File: src/rtl/hali_pkg.sv
`default_nettype none

package hali_pkg;

    localparam int HOLD_W     = 16;
    localparam int BRIGHT_W   = 8;
    localparam int LIT_W      = 8;
    localparam int PROD_W     = HOLD_W + LIT_W;
    localparam int DIV_STEPS  = PROD_W;
    localparam int CNT_W      = $clog2(DIV_STEPS);
    localparam int IN_W       = 8;
    localparam int OUT_W      = 24;
    localparam int CFG_IDX_W  = 3;
    localparam int CFG_DATA_W = 16;

    localparam int LED_COUNT_DEFAULT = 10;

    localparam logic [HOLD_W-1:0]   SAT16            = 16'hFFFF;
    localparam logic [HOLD_W-1:0]   HOLD_TIME_RST    = 16'd1500;
    localparam logic [BRIGHT_W-1:0] BASE_BRIGHT_RST  = 8'd32;
    localparam logic [BRIGHT_W-1:0] FLASH_BRIGHT_RST = 8'd255;
    localparam logic [HOLD_W-1:0]   FLASH_MS_RST     = 16'd100;
    localparam logic [HOLD_W-1:0]   SHORT_GAP_RST    = 16'd100;
    localparam logic [HOLD_W-1:0]   LONG_GAP_RST     = 16'd1500;

    localparam logic [CFG_IDX_W-1:0] REG_HOLD_TIME    = 3'd0;
    localparam logic [CFG_IDX_W-1:0] REG_BASE_BRIGHT  = 3'd1;
    localparam logic [CFG_IDX_W-1:0] REG_FLASH_BRIGHT = 3'd2;
    localparam logic [CFG_IDX_W-1:0] REG_FLASH_MS     = 3'd3;
    localparam logic [CFG_IDX_W-1:0] REG_SHORT_GAP    = 3'd4;
    localparam logic [CFG_IDX_W-1:0] REG_LONG_GAP     = 3'd5;

    localparam logic [1:0] MODE_IDLE     = 2'd0;
    localparam logic [1:0] MODE_ARMED    = 2'd1;
    localparam logic [1:0] MODE_IGNITION = 2'd2;

    localparam logic [2:0] REQ_NONE           = 3'd0;
    localparam logic [2:0] REQ_ARM_PRESS      = 3'd1;
    localparam logic [2:0] REQ_ARM_RELEASE    = 3'd2;
    localparam logic [2:0] REQ_LAUNCH_PRESS   = 3'd3;
    localparam logic [2:0] REQ_LAUNCH_RELEASE = 3'd4;

    localparam logic [2:0] PIC_IDLE       = 3'd0;
    localparam logic [2:0] PIC_ARMED      = 3'd1;
    localparam logic [2:0] PIC_IGNITION   = 3'd2;
    localparam logic [2:0] PIC_ARM_BAR    = 3'd3;
    localparam logic [2:0] PIC_LAUNCH_BAR = 3'd4;
    localparam logic [2:0] PIC_KEEP       = 3'd5;

    localparam logic [1:0] PHASE_FLASH_A = 2'd0;
    localparam logic [1:0] PHASE_SHORT   = 2'd1;
    localparam logic [1:0] PHASE_FLASH_B = 2'd2;
    localparam logic [1:0] PHASE_LONG    = 2'd3;

    typedef enum logic [2:0] {
        ST_IDLE,
        ST_MUL,
        ST_DIV,
        ST_LIT,
        ST_DONE
    } seq_state_t;

endpackage

`default_nettype wire

File: src/rtl/hold_to_arm_launch_interlock.sv
// Each accepted input beat goes from ST_IDLE to ST_DONE when no bar is drawn, or through
// ST_MUL, the shared shift-subtract divider (24 steps) and ST_LIT when the bar length is computed.
// The input is not ready while an item is in work, and ST_DONE waits until the output
// register is free; one result can wait in the output register.
// Reset (rst_n, asynchronous, active low) clears the interlock to idle with timers
// stopped and loads the default configuration.
`default_nettype none

module hold_to_arm_launch_interlock #(
    parameter int LED_COUNT = hali_pkg::LED_COUNT_DEFAULT
) (
    input  wire logic                             clk,
    input  wire logic                             rst_n,
    input  wire logic                             s_axis_tvalid,
    output logic                                  s_axis_tready,
    // tick[0], req_type[3:1], igniter_connected[4], zero[7:5]
    input  wire logic [hali_pkg::IN_W-1:0]        s_axis_tdata,
    output logic                                  m_axis_tvalid,
    input  wire logic                             m_axis_tready,
    // mode[1:0], fire[2], holding[3], strip_picture[6:4], lit_count[14:7],
    // brightness[22:15], zero[23]
    output logic [hali_pkg::OUT_W-1:0]            m_axis_tdata,
    input  wire logic                             cfg_valid,
    output logic                                  cfg_ready,
    input  wire logic [hali_pkg::CFG_IDX_W-1:0]   cfg_index,
    input  wire logic [hali_pkg::CFG_DATA_W-1:0]  cfg_data
);
    import hali_pkg::*;

    localparam logic [LIT_W-1:0]  LED_N  = LIT_W'(LED_COUNT);
    localparam logic [LIT_W-1:0]  LED_M1 = LIT_W'(LED_COUNT - 1);
    localparam logic [CNT_W-1:0]  LAST_STEP = CNT_W'(DIV_STEPS - 1);

    logic [HOLD_W-1:0]   hold_time_reg, flash_ms_reg, short_gap_reg, long_gap_reg;
    logic [BRIGHT_W-1:0] base_bright_reg, flash_bright_reg;

    logic [1:0]        mode_reg, mode_next;
    logic              ign_seen_reg, ign_seen_next;
    logic              hold_active_reg, hold_active_next;
    logic              timer_valid_reg, timer_valid_next;
    logic [HOLD_W-1:0] hold_elapsed_reg, hold_elapsed_next;
    logic [1:0]        blink_phase_reg, blink_phase_next;
    logic [HOLD_W-1:0] blink_elapsed_reg, blink_elapsed_next;

    logic [2:0]          res_pic_reg, res_pic_next;
    logic [BRIGHT_W-1:0] res_bright_reg, res_bright_next;
    logic [LIT_W-1:0]    lit_reg, lit_next, lit_direct;
    logic                need_div;
    logic [HOLD_W-1:0]   span;

    seq_state_t          state_reg, state_next;
    logic [PROD_W-1:0]   quot_reg, quot_next;
    logic [HOLD_W:0]     rem_reg, rem_next, rem_shift;
    logic [CNT_W-1:0]    cnt_reg, cnt_next;

    logic                out_valid_reg, out_valid_next;
    logic [OUT_W-1:0]    out_data_reg, out_data_next;

    logic       in_tick, in_conn, accept;
    logic [2:0] in_req;

    assign in_tick = s_axis_tdata[0];
    assign in_req  = s_axis_tdata[3:1];
    assign in_conn = s_axis_tdata[4];

    assign s_axis_tready = (state_reg == ST_IDLE);
    assign accept        = s_axis_tvalid && s_axis_tready;
    assign cfg_ready     = 1'b1;
    assign m_axis_tvalid = out_valid_reg;
    assign m_axis_tdata  = out_data_reg;

    always_ff @(posedge clk or negedge rst_n)
    begin
        if (!rst_n)
        begin
            hold_time_reg    <= HOLD_TIME_RST;
            base_bright_reg  <= BASE_BRIGHT_RST;
            flash_bright_reg <= FLASH_BRIGHT_RST;
            flash_ms_reg     <= FLASH_MS_RST;
            short_gap_reg    <= SHORT_GAP_RST;
            long_gap_reg     <= LONG_GAP_RST;
        end
        else if (cfg_valid)
        begin
            case (cfg_index)
                REG_HOLD_TIME:    hold_time_reg    <= cfg_data;
                REG_BASE_BRIGHT:  base_bright_reg  <= cfg_data[BRIGHT_W-1:0];
                REG_FLASH_BRIGHT: flash_bright_reg <= cfg_data[BRIGHT_W-1:0];
                REG_FLASH_MS:     flash_ms_reg     <= cfg_data;
                REG_SHORT_GAP:    short_gap_reg    <= cfg_data;
                REG_LONG_GAP:     long_gap_reg     <= cfg_data;
                default:          ;
            endcase
        end
    end

    always_comb
    begin
        mode_next          = mode_reg;
        ign_seen_next      = ign_seen_reg;
        hold_active_next   = hold_active_reg;
        timer_valid_next   = timer_valid_reg;
        hold_elapsed_next  = hold_elapsed_reg;
        blink_phase_next   = blink_phase_reg;
        blink_elapsed_next = blink_elapsed_reg;

        if (in_tick)
        begin
            if (timer_valid_next && hold_elapsed_next != SAT16)
            begin
                hold_elapsed_next = hold_elapsed_next + 1'b1;
            end
            if (blink_elapsed_next != SAT16)
            begin
                blink_elapsed_next = blink_elapsed_next + 1'b1;
            end
        end

        case (in_req)
            REQ_ARM_PRESS:
            begin
                if (mode_next == MODE_IDLE)
                begin
                    hold_active_next  = 1'b1;
                    timer_valid_next  = 1'b1;
                    hold_elapsed_next = '0;
                end
                else
                begin
                    mode_next = MODE_IDLE;
                end
            end
            REQ_ARM_RELEASE:
            begin
                mode_next = (mode_next == MODE_IDLE && timer_valid_next
                             && hold_elapsed_next > hold_time_reg) ? MODE_ARMED : MODE_IDLE;
                hold_active_next  = 1'b0;
                timer_valid_next  = 1'b0;
                hold_elapsed_next = '0;
            end
            REQ_LAUNCH_PRESS:
            begin
                if (mode_next == MODE_ARMED)
                begin
                    hold_active_next  = 1'b1;
                    timer_valid_next  = 1'b1;
                    hold_elapsed_next = '0;
                end
            end
            REQ_LAUNCH_RELEASE:
            begin
                if (mode_next == MODE_ARMED && timer_valid_next
                    && hold_elapsed_next > hold_time_reg)
                begin
                    mode_next = MODE_IGNITION;
                end
                hold_active_next  = 1'b0;
                timer_valid_next  = 1'b0;
                hold_elapsed_next = '0;
            end
            default: ;
        endcase
        if (in_req inside {[REQ_ARM_PRESS:REQ_LAUNCH_RELEASE]})
        begin
            ign_seen_next = 1'b0;
        end

        if (!in_conn && mode_next != MODE_IGNITION)
        begin
            mode_next         = MODE_IDLE;
            hold_active_next  = 1'b0;
            timer_valid_next  = 1'b0;
            hold_elapsed_next = '0;
        end

        if (mode_next == MODE_IGNITION)
        begin
            if (!ign_seen_next)
            begin
                hold_active_next  = 1'b1;
                timer_valid_next  = 1'b1;
                hold_elapsed_next = '0;
            end
            else if (timer_valid_next && hold_elapsed_next > hold_time_reg)
            begin
                mode_next         = MODE_IDLE;
                hold_active_next  = 1'b0;
                timer_valid_next  = 1'b0;
                hold_elapsed_next = '0;
            end
        end

        case (blink_phase_reg)
            PHASE_FLASH_A:
            begin
                res_bright_next = flash_bright_reg;
                span            = flash_ms_reg;
            end
            PHASE_SHORT:
            begin
                res_bright_next = base_bright_reg;
                span            = short_gap_reg;
            end
            PHASE_FLASH_B:
            begin
                res_bright_next = flash_bright_reg;
                span            = flash_ms_reg;
            end
            default:
            begin
                res_bright_next = base_bright_reg;
                span            = long_gap_reg;
            end
        endcase
        if (blink_elapsed_next > span)
        begin
            blink_elapsed_next = '0;
            blink_phase_next   = blink_phase_reg + 1'b1;
        end

        need_div   = 1'b0;
        lit_direct = '0;
        if (hold_active_next)
        begin
            case (mode_next)
                MODE_IDLE:  res_pic_next = PIC_ARM_BAR;
                MODE_ARMED: res_pic_next = PIC_LAUNCH_BAR;
                default:    res_pic_next = PIC_KEEP;
            endcase
            if (res_pic_next != PIC_KEEP)
            begin
                if (hold_time_reg == '0)
                begin
                    lit_direct = LED_N;
                end
                else
                begin
                    need_div = 1'b1;
                end
            end
        end
        else
        begin
            res_pic_next = {1'b0, mode_next};
        end

        ign_seen_next = (mode_next == MODE_IGNITION);
    end

    always_comb
    begin
        state_next     = state_reg;
        quot_next      = quot_reg;
        rem_next       = rem_reg;
        cnt_next       = cnt_reg;
        lit_next       = lit_reg;
        out_valid_next = out_valid_reg && !m_axis_tready;
        out_data_next  = out_data_reg;
        rem_shift      = {rem_reg[HOLD_W-1:0], quot_reg[PROD_W-1]};

        case (state_reg)
            ST_IDLE:
            begin
                if (accept)
                begin
                    lit_next   = lit_direct;
                    state_next = need_div ? ST_MUL : ST_DONE;
                end
            end
            ST_MUL:
            begin
                quot_next  = PROD_W'(hold_elapsed_reg) * PROD_W'(LED_M1);
                rem_next   = '0;
                cnt_next   = '0;
                state_next = ST_DIV;
            end
            ST_DIV:
            begin
                if (rem_shift >= {1'b0, hold_time_reg})
                begin
                    rem_next  = rem_shift - {1'b0, hold_time_reg};
                    quot_next = {quot_reg[PROD_W-2:0], 1'b1};
                end
                else
                begin
                    rem_next  = rem_shift;
                    quot_next = {quot_reg[PROD_W-2:0], 1'b0};
                end
                cnt_next = cnt_reg + 1'b1;
                if (cnt_reg == LAST_STEP)
                begin
                    state_next = ST_LIT;
                end
            end
            ST_LIT:
            begin
                lit_next   = (quot_reg >= PROD_W'(LED_M1)) ? LED_N
                                                            : quot_reg[LIT_W-1:0] + 1'b1;
                state_next = ST_DONE;
            end
            ST_DONE:
            begin
                if (!out_valid_reg || m_axis_tready)
                begin
                    out_valid_next = 1'b1;
                    out_data_next  = {1'b0, res_bright_reg, lit_reg, res_pic_reg,
                                      hold_active_reg, (mode_reg == MODE_IGNITION),
                                      mode_reg};
                    state_next     = ST_IDLE;
                end
            end
            default:
            begin
                state_next = ST_IDLE;
            end
        endcase
    end

    always_ff @(posedge clk or negedge rst_n)
    begin
        if (!rst_n)
        begin
            mode_reg          <= MODE_IDLE;
            ign_seen_reg      <= 1'b0;
            hold_active_reg   <= 1'b0;
            timer_valid_reg   <= 1'b0;
            hold_elapsed_reg  <= '0;
            blink_phase_reg   <= PHASE_FLASH_A;
            blink_elapsed_reg <= '0;
            state_reg         <= ST_IDLE;
            out_valid_reg     <= 1'b0;
        end
        else
        begin
            state_reg     <= state_next;
            out_valid_reg <= out_valid_next;
            if (accept)
            begin
                mode_reg          <= mode_next;
                ign_seen_reg      <= ign_seen_next;
                hold_active_reg   <= hold_active_next;
                timer_valid_reg   <= timer_valid_next;
                hold_elapsed_reg  <= hold_elapsed_next;
                blink_phase_reg   <= blink_phase_next;
                blink_elapsed_reg <= blink_elapsed_next;
            end
        end
    end

    always_ff @(posedge clk)
    begin
        quot_reg     <= quot_next;
        rem_reg      <= rem_next;
        cnt_reg      <= cnt_next;
        lit_reg      <= lit_next;
        out_data_reg <= out_data_next;
        if (accept)
        begin
            res_pic_reg    <= res_pic_next;
            res_bright_reg <= res_bright_next;
        end
    end

endmodule

`default_nettype wire

File: config.mk
export PLATFORM = sky130hd
export DESIGN_NAME = hold_to_arm_launch_interlock
export DESIGN_NICKNAME = d
export VERILOG_FILES = /design/src/rtl/hali_pkg.sv /design/src/rtl/hold_to_arm_launch_interlock.sv
export SDC_FILE = /design/constraint.sdc
export NUM_CORES = 1
export LEC_CHECK = 0
export ABC_CLOCK_PERIOD_IN_PS = 6720
export BUFFER_PORTS_ARGS = -buffer_cell sky130_fd_sc_hd__clkbuf_2
export CORE_MARGIN = 2
export CORE_UTILIZATION = 35
export DETAILED_ROUTE_END_ITERATION = 10
export PLACE_DENSITY = 0.58
export SKIP_CTS_REPAIR_TIMING = 1
export SYNTH_ARGS = -nofsm -noshare
export SYNTH_HDL_FRONTEND = slang
export SYNTH_SLANG_ARGS = --single-unit
File: constraint.sdc
create_clock -name clk -period 6.72 [get_ports clk]
set_clock_uncertainty 0.2 [all_clocks]
set_input_delay 1.008 -clock clk [delete_from_list [all_inputs] [get_ports clk]]
set_output_delay 1.008 -clock clk [all_outputs]
set_load 0.01 [all_outputs]
==> metrics.txt <==
run status=finished clean; Distinct cells, synth=84; share of the synthesized area in the top cell type=0.2111; GRT met1 Usage=0.2222; CP Max Fanout=15; met3 usage=0.02576; # H-tree levels=1; WP data required=a little under 7000 ps; pre-CTS setup slack=28.36 ps; Vias/cell=around 5.2; worst reg-to-reg path cell count=27; clk buf depth=3; Worst Setup Start Kind=flop; Final WS setup=between 500 and 600 ps; Post-route DRC=0; gr busiest metal=met2; DP Wirelength=around 21 mm; worst-margin pin slew=~1000 ps; Period minus WS final=about 6200 ps; Post-Route Utilization=0.4093; max reg flops=24; Comb power frac=0.264; max capacitance violation total=0; VDD IR max=between 150 and 200 uV; most frequent cells after synthesis=nand2_1 (154), ha_1 (99), dfrtp_1 (94), nor2_1 (94), edfxtp_1 (87); drt wl/cell=16.85 um; antenna cells=0; post-synthesis instance area=12380 um2; DRT iter0 DRCs=a little over 500; Synth area leader=edfxtp_1; die area=36890 um2; Ys Warns=0; Mapped Cells=1198; ANT nets after route=0; RSZ-0062 raised after global routing=false; worst skew pair latency=roughly 520 ps; Final Max Tran Viols=0; iteration count of the initial detailed-routing pass=7; first-pass GRT wire length=approximately 47 mm; clk root buf=clkbuf_16; Async SR Flop Fraction=0.5857; final net count=around 1400; final setup violation count=0; largest net degree at the start of global routing=between 60 and 70; Worst EP arrival=around 6400 ps; WHS Path Cells=0; Core Region=34710 um2; # rows=roughly 70; clock share of power=0.309; Initial Util=0.3566; area grow syn2layout=14.79%; CTS Sinks=between 200 and 250; gpl congestion=~0.81; NetSw=1.368 mW; CTS tree=yes; number of enable flip-flop cells after synthesis=87; Final Cell Area=14210 um2; mean post-synth cell area=between 10 and 15 um2; CTS clk-pin slew, worst paths=roughly 60 ps; Area contributors post-synth=edfxtp_1 (21%), dfrtp_1 (19%), ha_1 (10%); total power=roughly 4.3 mW; M2 GR Usage=0.2691; setup TNS=0 ps; number of global-route vias before repair=8921; commonest register cell after synthesis=dfrtp_1; highest clock rate=roughly 160 MHz; layout cells sized above 1=0.2074; total track usage=0.1621; sequential fraction of the synthesis area=0.4627; initial antenna violation count=0; slew margin rel.=0.3150; Pleak=6.188 nW; GR Overflow Total=0; most common cell in the netlist=nand2_1; synthesis-stage register bit count=210; total placed instance area=approximately 13000 um2; Num CTS Buffers=25; Die Span Y=approximately 190 um; fill cell count=3389; via count=9156; Setup crit end kind=flop; Hold Path Class=flop to flop; Die Width=~190 um; Internal=between 2 and 3 mW; Fin. Hold Viols=0; CP Class=flop to flop; final wirelength=slightly below 30 mm; Pwr per Cell Area=between 300 and 400 nW/um2; I/O pin count=slightly below 60; ratio of final minimum period to clock period=0.9208; Net Sw Frac=0.3204; share of power burned in registers=0.427; port bufs=53
-- power groups by stage --
stage	sequential (mW)	clock, mW	combinational, mW
final	1.82	1.32	1.13
after global routing	1.86	1.41	1.27
after CTS	1.83	1.35	1.14
after detailed placement	1.85	0	1.13
after global placement	1.84	0	1.12
after floorplan	1.83	0	0.783
-- metal layers --
metal / routed length (um) / vias to the layer above
met5: 0 / -
met2: 13900 / 147
met3: 1239 / 40
li1: - / 4522
met1: 13850 / 4447
met4: 618 / 0
-- cell families after synthesis --
kind of cell / share of synthesized area
other: 0.0006067
buffers and inverters: 0.03305
flip-flops: 0.4627
AND/OR/NAND/NOR: 0.1522
adder cells (fa/ha/maj): 0.1033
multiplexers: 0.07187
XOR/XNOR: 0.03821
AO/OA/AOI/OAI: 0.1381
-- cells in the final DEF, fill, tap and decap left out, types with 12 or more instances in the layout --
master     netlist  final
a21oi_1         61     61
xor2_1          15     15
nor2_1          94     92
mux2_2          67     67
buf_4            2     45
xnor2_1         39     39
nand4_1         16     16
o21a_1          12     12
edfxtp_1        87     87
nand3_1         22     22
inv_1           59     59
ha_1            99     99
nor3_1          18     17
clkbuf_16        0     25
o21ai_0         52     51
o31ai_1         19     19
mux2i_1         12     12
clkbuf_2         0     52
dfrtp_1         94     93
nor4_1          14     13
and3_1          14     14
dfstp_2         29     29
nand2_1        154    153
nor2b_1         13     13
a21o_1          20     20
a22oi_1         16     16
-- critical path: stages, from the launching register on --
cell and delay, ps:
dfrtp_1 460, nand3_1 240, nor4_4 340, a21oi_2 100, and3_1 190, and2_1 170
buf_4 150, nand3_1 90, xor2_1 230, inv_1 70, ha_1 320, nand4_1 160
nor4_2 320, a21boi_2 220, o311ai_1 130, o21ai_1 220, nand2b_1 80, buf_4 180
nor2b_1 130, ha_1 250, and4_1 220, and3_1 210, a311oi_1 260, o211ai_1 180
a31oi_1 260, o21ai_2 140, o32a_2 410, nor2_1 110
-- path summary, 6_finish.rpt --
path	endpoint	startpoint	slack, ps
worst max-delay path	lit_reg[1]	hold_elapsed_reg[9]	530
worst min-delay path	m_axis_tdata[16]	res_bright_reg[1]	210
worst max register to register	lit_reg[1]	hold_elapsed_reg[9]	530
worst min register to register	m_axis_tdata[16]	res_bright_reg[1]	210
max in group asynchronous	hold_elapsed_reg[2]	rst_n	4570
min in group asynchronous	flash_ms_reg[12]	rst_n	380
-- layout make-up --
cell class / count / area (um2) / area share
repair buffers: 97 / 598.1 / 0.04209
flip-flops and latches: 210 / 5728 / 0.4031
multi-input cells: 890 / 6287 / 0.4425
inverters: 60 / 225.2 / 0.01585
well taps: 455 / 569.3 / 0.04007
clock inverters: 10 / 87.58 / 0.006164
clock buffers: 35 / 713.2 / 0.05019
-- stage by stage --
step | hold slack [ps] | cells
global route | 224.3 | 1757
floorplan | 200.3 | 1202
detailed placement | 204.5 | 1712
global placement | 200.8 | 1712
finish | 214.9 | 1757
CTS | 214.4 | 1757
Note: power is estimated with default switching activity, not from simulation.
